`src/rtl/fltpw_pkg.sv`:
```
// Shared types and constants for the four-level page table walker.
package fltpw_pkg;

	localparam int unsigned ADDR_W      = 64;
	localparam int unsigned IDX_W       = 9;
	localparam int unsigned FRAME_LO    = 12;
	localparam int unsigned FRAME_HI    = 35;
	localparam int unsigned FRAME_W     = FRAME_HI - FRAME_LO + 1;
	localparam int unsigned GIG_LO      = 30;
	localparam int unsigned GIG_HI      = 51;
	localparam int unsigned GIG_W       = GIG_HI - GIG_LO + 1;
	localparam int unsigned PRESENT_BIT = 0;
	localparam int unsigned LARGE_BIT   = 7;
	localparam int unsigned ROOT_ALIGN_W = 4;

	localparam int unsigned Q_DEPTH = 2;
	localparam int unsigned Q_PTR_W = 1;
	localparam int unsigned Q_CNT_W = 2;

	localparam int unsigned PADDR_W = 4;
	localparam int unsigned PDATA_W = 64;
	localparam logic REG_TABLE_ROOT = 1'b0;

	typedef enum logic {
		KIND_REQ  = 1'b0,
		KIND_RESP = 1'b1
	} kind_t;

	typedef enum logic {
		RES_READ = 1'b0,
		RES_DONE = 1'b1
	} res_kind_t;

	typedef logic [1:0] level_t;
	localparam level_t LVL_TOP  = 2'd0;
	localparam level_t LVL_GIG  = 2'd1;
	localparam level_t LVL_MEG  = 2'd2;
	localparam level_t LVL_LAST = 2'd3;

	typedef struct packed {
		kind_t                kind;
		logic [ADDR_W-1:0]    va;
		logic [IDX_W-1:0]     idx0;
		logic                 ok;
		logic                 present;
		logic                 page_sz;
		logic [FRAME_W-1:0]   frame;
		logic [GIG_W-1:0]     gig;
	} cmd_t;

	typedef struct packed {
		res_kind_t            kind;
		logic [ADDR_W-1:0]    addr;
		logic                 fault;
	} res_t;

endpackage

```
`src/rtl/fltpw_front.sv`:
```
// Front end: decodes incoming items and queues them for the walk engine.
module fltpw_front (
	input  logic                    clk,
	input  logic                    arst_n,
	input  logic                    push,
	input  logic                    kind,
	input  logic [63:0]             virtual_address,
	input  logic [63:0]             read_data,
	input  logic                    read_ok,
	output logic                    full,
	output logic                    cmd_valid,
	output fltpw_pkg::cmd_t         cmd,
	input  logic                    cmd_pop
);
	import fltpw_pkg::*;

	cmd_t               q_mem [Q_DEPTH];
	cmd_t               dec;
	logic [Q_PTR_W-1:0] wr_ptr_q;
	logic [Q_PTR_W-1:0] rd_ptr_q;
	logic [Q_CNT_W-1:0] count_q;
	logic               wr_en;
	logic               rd_en;

	always_comb begin
		dec.kind    = kind_t'(kind);
		dec.va      = virtual_address;
		dec.idx0    = virtual_address[47:39];
		dec.ok      = read_ok;
		dec.present = read_data[PRESENT_BIT];
		dec.page_sz = read_data[LARGE_BIT];
		dec.frame   = read_data[FRAME_HI:FRAME_LO];
		dec.gig     = read_data[GIG_HI:GIG_LO];
	end

	assign full      = (count_q == Q_CNT_W'(Q_DEPTH));
	assign cmd_valid = (count_q != '0);
	assign wr_en     = push && !full;
	assign rd_en     = cmd_pop && cmd_valid;
	assign cmd       = q_mem[rd_ptr_q];

	always_ff @(posedge clk) begin
		if (wr_en) begin
			q_mem[wr_ptr_q] <= dec;
		end
	end

	always_ff @(posedge clk or negedge arst_n) begin
		if (!arst_n) begin
			wr_ptr_q <= '0;
			rd_ptr_q <= '0;
			count_q  <= '0;
		end else begin
			if (wr_en) begin
				wr_ptr_q <= wr_ptr_q + 1'b1;
			end
			if (rd_en) begin
				rd_ptr_q <= rd_ptr_q + 1'b1;
			end
			case ({wr_en, rd_en})
				2'b10:   count_q <= count_q + 1'b1;
				2'b01:   count_q <= count_q - 1'b1;
				default: count_q <= count_q;
			endcase
		end
	end

endmodule

```
`src/rtl/fltpw_back.sv`:
```
// Walk engine: holds walk state, forms read requests and results, queues results.
module fltpw_back (
	input  logic                    clk,
	input  logic                    arst_n,
	input  logic [63:0]             table_root,
	input  logic                    cmd_valid,
	input  fltpw_pkg::cmd_t         cmd,
	output logic                    cmd_pop,
	input  logic                    pop,
	output logic                    empty,
	output fltpw_pkg::res_t         res
);
	import fltpw_pkg::*;

	logic               busy_q;
	level_t             level_q;
	logic [ADDR_W-1:0]  hva_q;

	logic               busy_d;
	level_t             level_d;
	logic               load_hva;
	logic               res_en;
	res_kind_t          r_kind;
	logic               r_fault;
	logic [ADDR_W-1:0]  add_a;
	logic [ADDR_W-1:0]  add_b;
	logic [ADDR_W-1:0]  frame_addr;
	logic [IDX_W-1:0]   next_idx;
	level_t             level_inc;
	res_t               res_new;

	res_t               q_mem [Q_DEPTH];
	logic [Q_PTR_W-1:0] wr_ptr_q;
	logic [Q_PTR_W-1:0] rd_ptr_q;
	logic [Q_CNT_W-1:0] count_q;
	logic               out_pop;
	logic               wr_en;

	assign empty   = (count_q == '0);
	assign out_pop = pop && !empty;
	assign cmd_pop = cmd_valid && ((count_q != Q_CNT_W'(Q_DEPTH)) || out_pop);

	assign frame_addr = {{(ADDR_W-FRAME_HI-1){1'b0}}, cmd.frame, {FRAME_LO{1'b0}}};
	assign level_inc  = level_q + 2'd1;

	always_comb begin
		case (level_inc)
			LVL_GIG:  next_idx = hva_q[38:30];
			LVL_MEG:  next_idx = hva_q[29:21];
			LVL_LAST: next_idx = hva_q[20:12];
			default:  next_idx = hva_q[47:39];
		endcase
	end

	always_comb begin
		busy_d   = busy_q;
		level_d  = level_q;
		load_hva = 1'b0;
		res_en   = 1'b0;
		r_kind   = RES_DONE;
		r_fault  = 1'b0;
		add_a    = '0;
		add_b    = '0;
		if (cmd_pop) begin
			if (cmd.kind == KIND_REQ) begin
				if (!busy_q) begin
					res_en = 1'b1;
					if (table_root[ROOT_ALIGN_W-1:0] != '0) begin
						r_fault = 1'b1;
					end else begin
						busy_d   = 1'b1;
						level_d  = LVL_TOP;
						load_hva = 1'b1;
						r_kind   = RES_READ;
						add_a    = table_root;
						add_b    = {{(ADDR_W-IDX_W-3){1'b0}}, cmd.idx0, 3'b000};
					end
				end
			end else if (busy_q) begin
				res_en = 1'b1;
				if (!cmd.ok) begin
					r_fault = 1'b1;
				end else if (level_q != LVL_LAST) begin
					if (!cmd.present) begin
						r_fault = 1'b1;
					end else if (level_q == LVL_GIG && cmd.page_sz) begin
						add_a = {{(ADDR_W-GIG_HI-1){1'b0}}, cmd.gig, {GIG_LO{1'b0}}};
						add_b = {{(ADDR_W-GIG_LO){1'b0}}, hva_q[GIG_LO-1:0]};
					end else if (level_q == LVL_MEG && cmd.page_sz) begin
						add_a = frame_addr;
						add_b = {{(ADDR_W-21){1'b0}}, hva_q[20:0]};
					end else begin
						r_kind  = RES_READ;
						level_d = level_inc;
						add_a   = frame_addr;
						add_b   = {{(ADDR_W-IDX_W-3){1'b0}}, next_idx, 3'b000};
					end
				end else if (cmd.frame == '0) begin
					r_fault = 1'b1;
				end else begin
					add_a = frame_addr;
					add_b = {{(ADDR_W-FRAME_LO){1'b0}}, hva_q[FRAME_LO-1:0]};
				end
				if (r_kind == RES_DONE) begin
					busy_d  = 1'b0;
					level_d = LVL_TOP;
				end
			end
			if (r_fault) begin
				busy_d  = 1'b0;
				level_d = LVL_TOP;
			end
		end
	end

	always_comb begin
		res_new.kind  = r_kind;
		res_new.addr  = r_fault ? '0 : (add_a + add_b);
		res_new.fault = r_fault;
	end

	assign wr_en = res_en;
	assign res   = q_mem[rd_ptr_q];

	always_ff @(posedge clk) begin
		if (load_hva) begin
			hva_q <= cmd.va;
		end
		if (wr_en) begin
			q_mem[wr_ptr_q] <= res_new;
		end
	end

	always_ff @(posedge clk or negedge arst_n) begin
		if (!arst_n) begin
			busy_q   <= 1'b0;
			level_q  <= LVL_TOP;
			wr_ptr_q <= '0;
			rd_ptr_q <= '0;
			count_q  <= '0;
		end else begin
			busy_q  <= busy_d;
			level_q <= level_d;
			if (wr_en) begin
				wr_ptr_q <= wr_ptr_q + 1'b1;
			end
			if (out_pop) begin
				rd_ptr_q <= rd_ptr_q + 1'b1;
			end
			case ({wr_en, out_pop})
				2'b10:   count_q <= count_q + 1'b1;
				2'b01:   count_q <= count_q - 1'b1;
				default: count_q <= count_q;
			endcase
		end
	end

endmodule

```
`src/rtl/four_level_page_table_walker.sv`:
```
// Top level of the four-level page table walker: config register and the two halves.
//
// Usage: program table_root over the APB port (64-bit register at address 0)
// while the walker is idle. Push translate requests (kind 0) and memory read
// responses (kind 1) on the input queue port; an item is taken when push is
// high and full is low. Results leave through the output queue port: the
// oldest result is shown while empty is low and goes when pop is high.
// A result is either a read request for the next table entry (result_kind 0)
// or a finished translation with physical_address or fault (result_kind 1).
// An item enters a two-entry decode queue; the walk engine handles one item per
// cycle, the sustained rate, while the result queue has room or is popped. A taken
// item is registered in the decode queue, and its result in the result queue, before it is shown.
// Requests that arrive mid-walk and responses that arrive while idle give no
// result. When pop stays low the two-entry result queue fills, the engine
// stops, the decode queue fills and full rises; nothing is dropped.
// Reset clears the walk state, both queues and table_root.
module four_level_page_table_walker (
	input  logic                            clk,
	input  logic                            arst_n,
	input  logic                            psel,
	input  logic                            penable,
	input  logic                            pwrite,
	input  logic [fltpw_pkg::PADDR_W-1:0]   paddr,
	input  logic [fltpw_pkg::PDATA_W-1:0]   pwdata,
	output logic [fltpw_pkg::PDATA_W-1:0]   prdata,
	output logic                            pready,
	input  logic                            push,
	output logic                            full,
	input  logic                            kind,
	input  logic [63:0]                     virtual_address,
	input  logic [63:0]                     read_data,
	input  logic                            read_ok,
	output logic                            empty,
	input  logic                            pop,
	output logic                            result_kind,
	output logic [63:0]                     read_address,
	output logic [63:0]                     physical_address,
	output logic                            fault
);
	import fltpw_pkg::*;

	logic [ADDR_W-1:0] table_root_q;
	logic              reg_sel;
	logic              cmd_valid;
	logic              cmd_pop;
	cmd_t              cmd;
	res_t              res;

	assign pready  = 1'b1;
	assign reg_sel = paddr[PADDR_W-1];
	assign prdata  = (reg_sel == REG_TABLE_ROOT) ? table_root_q : '0;

	always_ff @(posedge clk or negedge arst_n) begin
		if (!arst_n) begin
			table_root_q <= '0;
		end else if (psel && penable && pwrite && pready && reg_sel == REG_TABLE_ROOT) begin
			table_root_q <= pwdata;
		end
	end

	fltpw_front u_front (
		.clk             (clk),
		.arst_n          (arst_n),
		.push            (push),
		.kind            (kind),
		.virtual_address (virtual_address),
		.read_data       (read_data),
		.read_ok         (read_ok),
		.full            (full),
		.cmd_valid       (cmd_valid),
		.cmd             (cmd),
		.cmd_pop         (cmd_pop)
	);

	fltpw_back u_back (
		.clk        (clk),
		.arst_n     (arst_n),
		.table_root (table_root_q),
		.cmd_valid  (cmd_valid),
		.cmd        (cmd),
		.cmd_pop    (cmd_pop),
		.pop        (pop),
		.empty      (empty),
		.res        (res)
	);

	assign result_kind      = res.kind;
	assign fault            = res.fault;
	assign read_address     = (res.kind == RES_READ) ? res.addr : '0;
	assign physical_address = (res.kind == RES_DONE && !res.fault) ? res.addr : '0;

endmodule

```
`config.mk`:
```
export PLATFORM = sky130hd
export DESIGN_NAME = four_level_page_table_walker
export DESIGN_NICKNAME = d
export VERILOG_FILES = /design/src/rtl/fltpw_pkg.sv /design/src/rtl/fltpw_front.sv /design/src/rtl/fltpw_back.sv /design/src/rtl/four_level_page_table_walker.sv
export SDC_FILE = /design/constraint.sdc
export NUM_CORES = 1
export LEC_CHECK = 0
export ABC_CLOCK_PERIOD_IN_PS = 5600
export BUFFER_PORTS_ARGS = -buffer_cell sky130_fd_sc_hd__buf_2
export CORE_MARGIN = 5
export CORE_UTILIZATION = 31
export DETAILED_ROUTE_END_ITERATION = 10
export GPL_TIMING_DRIVEN = 0
export HOLD_SLACK_MARGIN = 0.05
export PLACE_DENSITY = 0.61
export SETUP_SLACK_MARGIN = 0.2
export SLEW_MARGIN = 20
export SYNTH_ARGS = -nofsm -noshare
export SYNTH_HDL_FRONTEND = slang
export SYNTH_SLANG_ARGS = --single-unit
```
`constraint.sdc`:
```
create_clock -name clk -period 5.6 [get_ports clk]
set_input_delay 0.84 -clock clk [delete_from_list [all_inputs] [get_ports clk]]
set_output_delay 0.84 -clock clk [all_outputs]
set_load 0.01 [all_outputs]
```
==> results.cfg <==
[power_and_ir_drop]
powerDensity_nw_per_um2 = 469
peakVddDrop_mv = 0.216
p_leak_uw = 0.0101

[synth]
yosysTopAreaCell = edfxtp_1
yosysMostFrequentCell = edfxtp_1
yosysWarnings = 0
synth.distinct_cells = 78
syn_inst = 1613
synth_seq_cells = 430
async_flop_share_pct = 17.4
syn_avg_cell_area_sq_um = 12.7
synth_ff_type = edfxtp_1
synth-seq-area-share_pct = 61.3
synth-edff-count = 355
yosys-top-cells-count = edfxtp_1, nor2_1, mux2_2
synthTopCellsByArea = edfxtp_1, dfrtp_1, mux2_2
synth_top_area_share_pct = 52.1
synth_area_sq_um = 20500

[die]
fp.dieW_um = 267
pin_count = 402
dieHeight_um = 267
core_sq_um = 65600
start_util_pct = 31.2
die_area_sq_um = 71200
num_rows = 94

[clock_tree]
tritoncts = yes
worstSkewPairLatency_ns = 0.57
hold_buffers = 0
htree_levels = 2
clkTransAtPathRegs_ns = 0.06
cts_sinks = 430
cts_root_buf = clkbuf_16
clockBufferDepth = 3
numCtsBuffers = 43

[drt]
ant_nets = 0
wl_um = 61100
drt_pass1_iterations = 6
drcViolationCount = 0
wl_per_cell_um = 20.7
viasPerCell = 4.84
drt_iter0_markers = 1155
vias = 14322

[placed_design]
numPortBuffers = 359
gp_congestion = 0.884
hpwl_um = 48500

[worst_setup_path]
critPathTopFamily = simple AND/OR/NAND/NOR gates
critPathMaxStageDelay_ns = 0.51
setup.worst_path.end_class = register
crit_chain = or3b_2 -> nand4_1 -> inv_2 -> clkbuf_4 -> clkbuf_4 -> buf_6 -> buf_4 -> nand2_1 -> o21ai_1 -> ha_1 -> buf_2 -> and2_1 -> nor2b_4 -> nand4_1 -> a211oi_4 -> o211ai_1 -> buf_4 -> nor4_4 -> buf_4 -> nand4_1 -> xnor2_1 -> and2_1
worstPathMaxFanout = 10
crit_type = register to register
crit_slowest_cell = or3b_2
start_kind = register
required_ns = 5.91
crit_arrival_ns = 5.53
cp.buffers_inverters = 8

[sta]
relSlewSlack_pct = 30.0
whs_ns = 0.198
timing_worst_slew_pin_value_ns = 1.04
min_period_ns = 5.22
worst_clock_skew_ns = 0.0185
finalHoldViolCount = 0
final-setup-viol-count = 0
rsz0062_at_grt = false
maxSlewViolCount = 0
finalCritPeriodShare_pct = 93.2
max_freq_mhz = 192

[grt]
overflow = 0
groute.usage.overall_pct = 16.4
grt_pass1_vias = 14566
grt_pass1_wl_um = 89600
grt_max_degree = 50
antenna_found_initial = 20

[finish]
fillers = 6331
area_growth_pct = 24.5
drive_above_1_share_pct = 31.3
finalNetCount = 2290
final_util_pct = 38.8

[run]
max_cap_viol_count = 0

[hold_path]
hold_class = input port to asynchronous set/reset pin

[status]
outcome = completed
-- stage by stage --
stage	total power, uW	area, sq um	setup WS (ns)	std cells	setup TNS (ns)
floorplan	7330	20500	0.261	1617	0
global placement	8980	23400	-2.25	2840	-497.42
CTS	12100	25300	0.224	2940	0
detailed placement	9170	23700	-2.39	2852	-154.21
global route	12600	25500	0.203	2954	0
finish	12000	25500	0.382	2957	0
-- layer usage --
layer	track usage (%)	wire, um	vias to the layer above
met2	28.2	30300	409
met4	4.57	1440	14
li1	-	-	6817
met3	3.19	3410	83
met5	0	91	-
met1	21.3	25900	6999
-- flip-flops by register name (all words and copies together) (netlist names) --
name / cells
u_back.hva_q: 39
u_back.q_mem: 132
u_back.rd_ptr_q: 1
u_back.wr_ptr_q: 1
u_front.rd_ptr_q: 1
u_front.count_q: 2
u_back.busy_q: 1
u_back.level_q: 2
u_front.wr_ptr_q: 1
u_front.q_mem: 184
table_root_q: 64
u_back.count_q: 2
-- placed cells by master (no fill, tap or decap), types with 17 or more instances in the layout --
cell type and count:
nand4_1 17, buf_2 361, mux2i_1 95, mux2_2 124, edfxtp_1 355, inv_1 19
clkbuf_1 55, a21oi_1 42, nand2_1 89, nor2_1 212, clkbuf_16 45, nand3_1 27
nor2b_1 76, xor2_1 31, and2_1 30, o21ai_0 56, ha_1 32, xnor2_1 32
buf_4 19, dfrtp_1 73
-- kinds of logic after synthesis --
logic type	count (synthesis)	share of synthesized area, %
DFF	430	61.3
other	2	0.0367
buffers and inverters	101	1.97
muxes	223	11.7
adders and majority gates	37	2.30
xor gates and xnor gates	64	2.74
AOI/OAI and AO/OA	213	6.84
and+or+nand+nor	543	13.2
-- power by group --
part / switching, uW / internal [uW]
clock: 1170 / 1650
sequential: 356 / 4460
combinational: 2650 / 1660
total: 4180 / 7770
-- path summary, 6_finish.rpt --
| path | startpoint | to | slack [ns] | cells past startpoint |
|---|---|---|---|---|
| setup / recovery | u_back.count_q[0] | u_back.q_mem[1][60] | 0.38 | 22 |
| hold / removal | arst_n | table_root_q[52] | 0.20 | 1 |
| setup reg to reg | u_back.count_q[0] | u_back.q_mem[1][60] | 0.38 | 22 |
| hold reg to reg | u_back.count_q[1] | u_back.count_q[1] | 0.52 | 1 |
| max in group asynchronous | arst_n | table_root_q[35] | 4.76 | 2 |
| min in group clk | virtual_address[10] | u_front.q_mem[1][68] | 0.46 | 1 |
-- worst register-to-register path, stage by stage, from the launching register on --
cell and delay [ns]:
dfrtp_2 0.44, or3b_2 0.52, nand4_1 0.18, inv_2 0.10
clkbuf_4 0.20, clkbuf_4 0.21, buf_6 0.17, buf_4 0.19
nand2_1 0.09, o21ai_1 0.12, ha_1 0.30, buf_2 0.17
and2_1 0.21, nor2b_4 0.18, nand4_1 0.18, a211oi_4 0.31
o211ai_1 0.14, buf_4 0.19, nor4_4 0.36, buf_4 0.22
nand4_1 0.12, xnor2_1 0.15, and2_1 0.20
-- area by class of cell --
| class | count | area [sq um] | share of cell area (%) |
|---|---|---|---|
| flip-flops and latches | 430 | 12500 | 49.2 |
| multi-input cells | 1086 | 7720 | 30.3 |
| repair buffers | 386 | 2210 | 8.68 |
| clock buffers | 65 | 1220 | 4.79 |
| well taps | 864 | 1080 | 4.24 |
| plain buffers | 81 | 437 | 1.71 |
| clock inverters | 15 | 168 | 0.658 |
| inverters | 20 | 75.1 | 0.295 |
| diodes | 10 | 25.0 | 0.0982 |
-- repair_timing --
| action | CTS | global route |
|---|---|---|
| setup endpoints to repair | 116 | 44 |
| gates resized for setup | 47 | 54 |
| pin swaps | 9 | 8 |
| buffers inserted | 8 | 7 |
(Power assumes the default switching activity.)
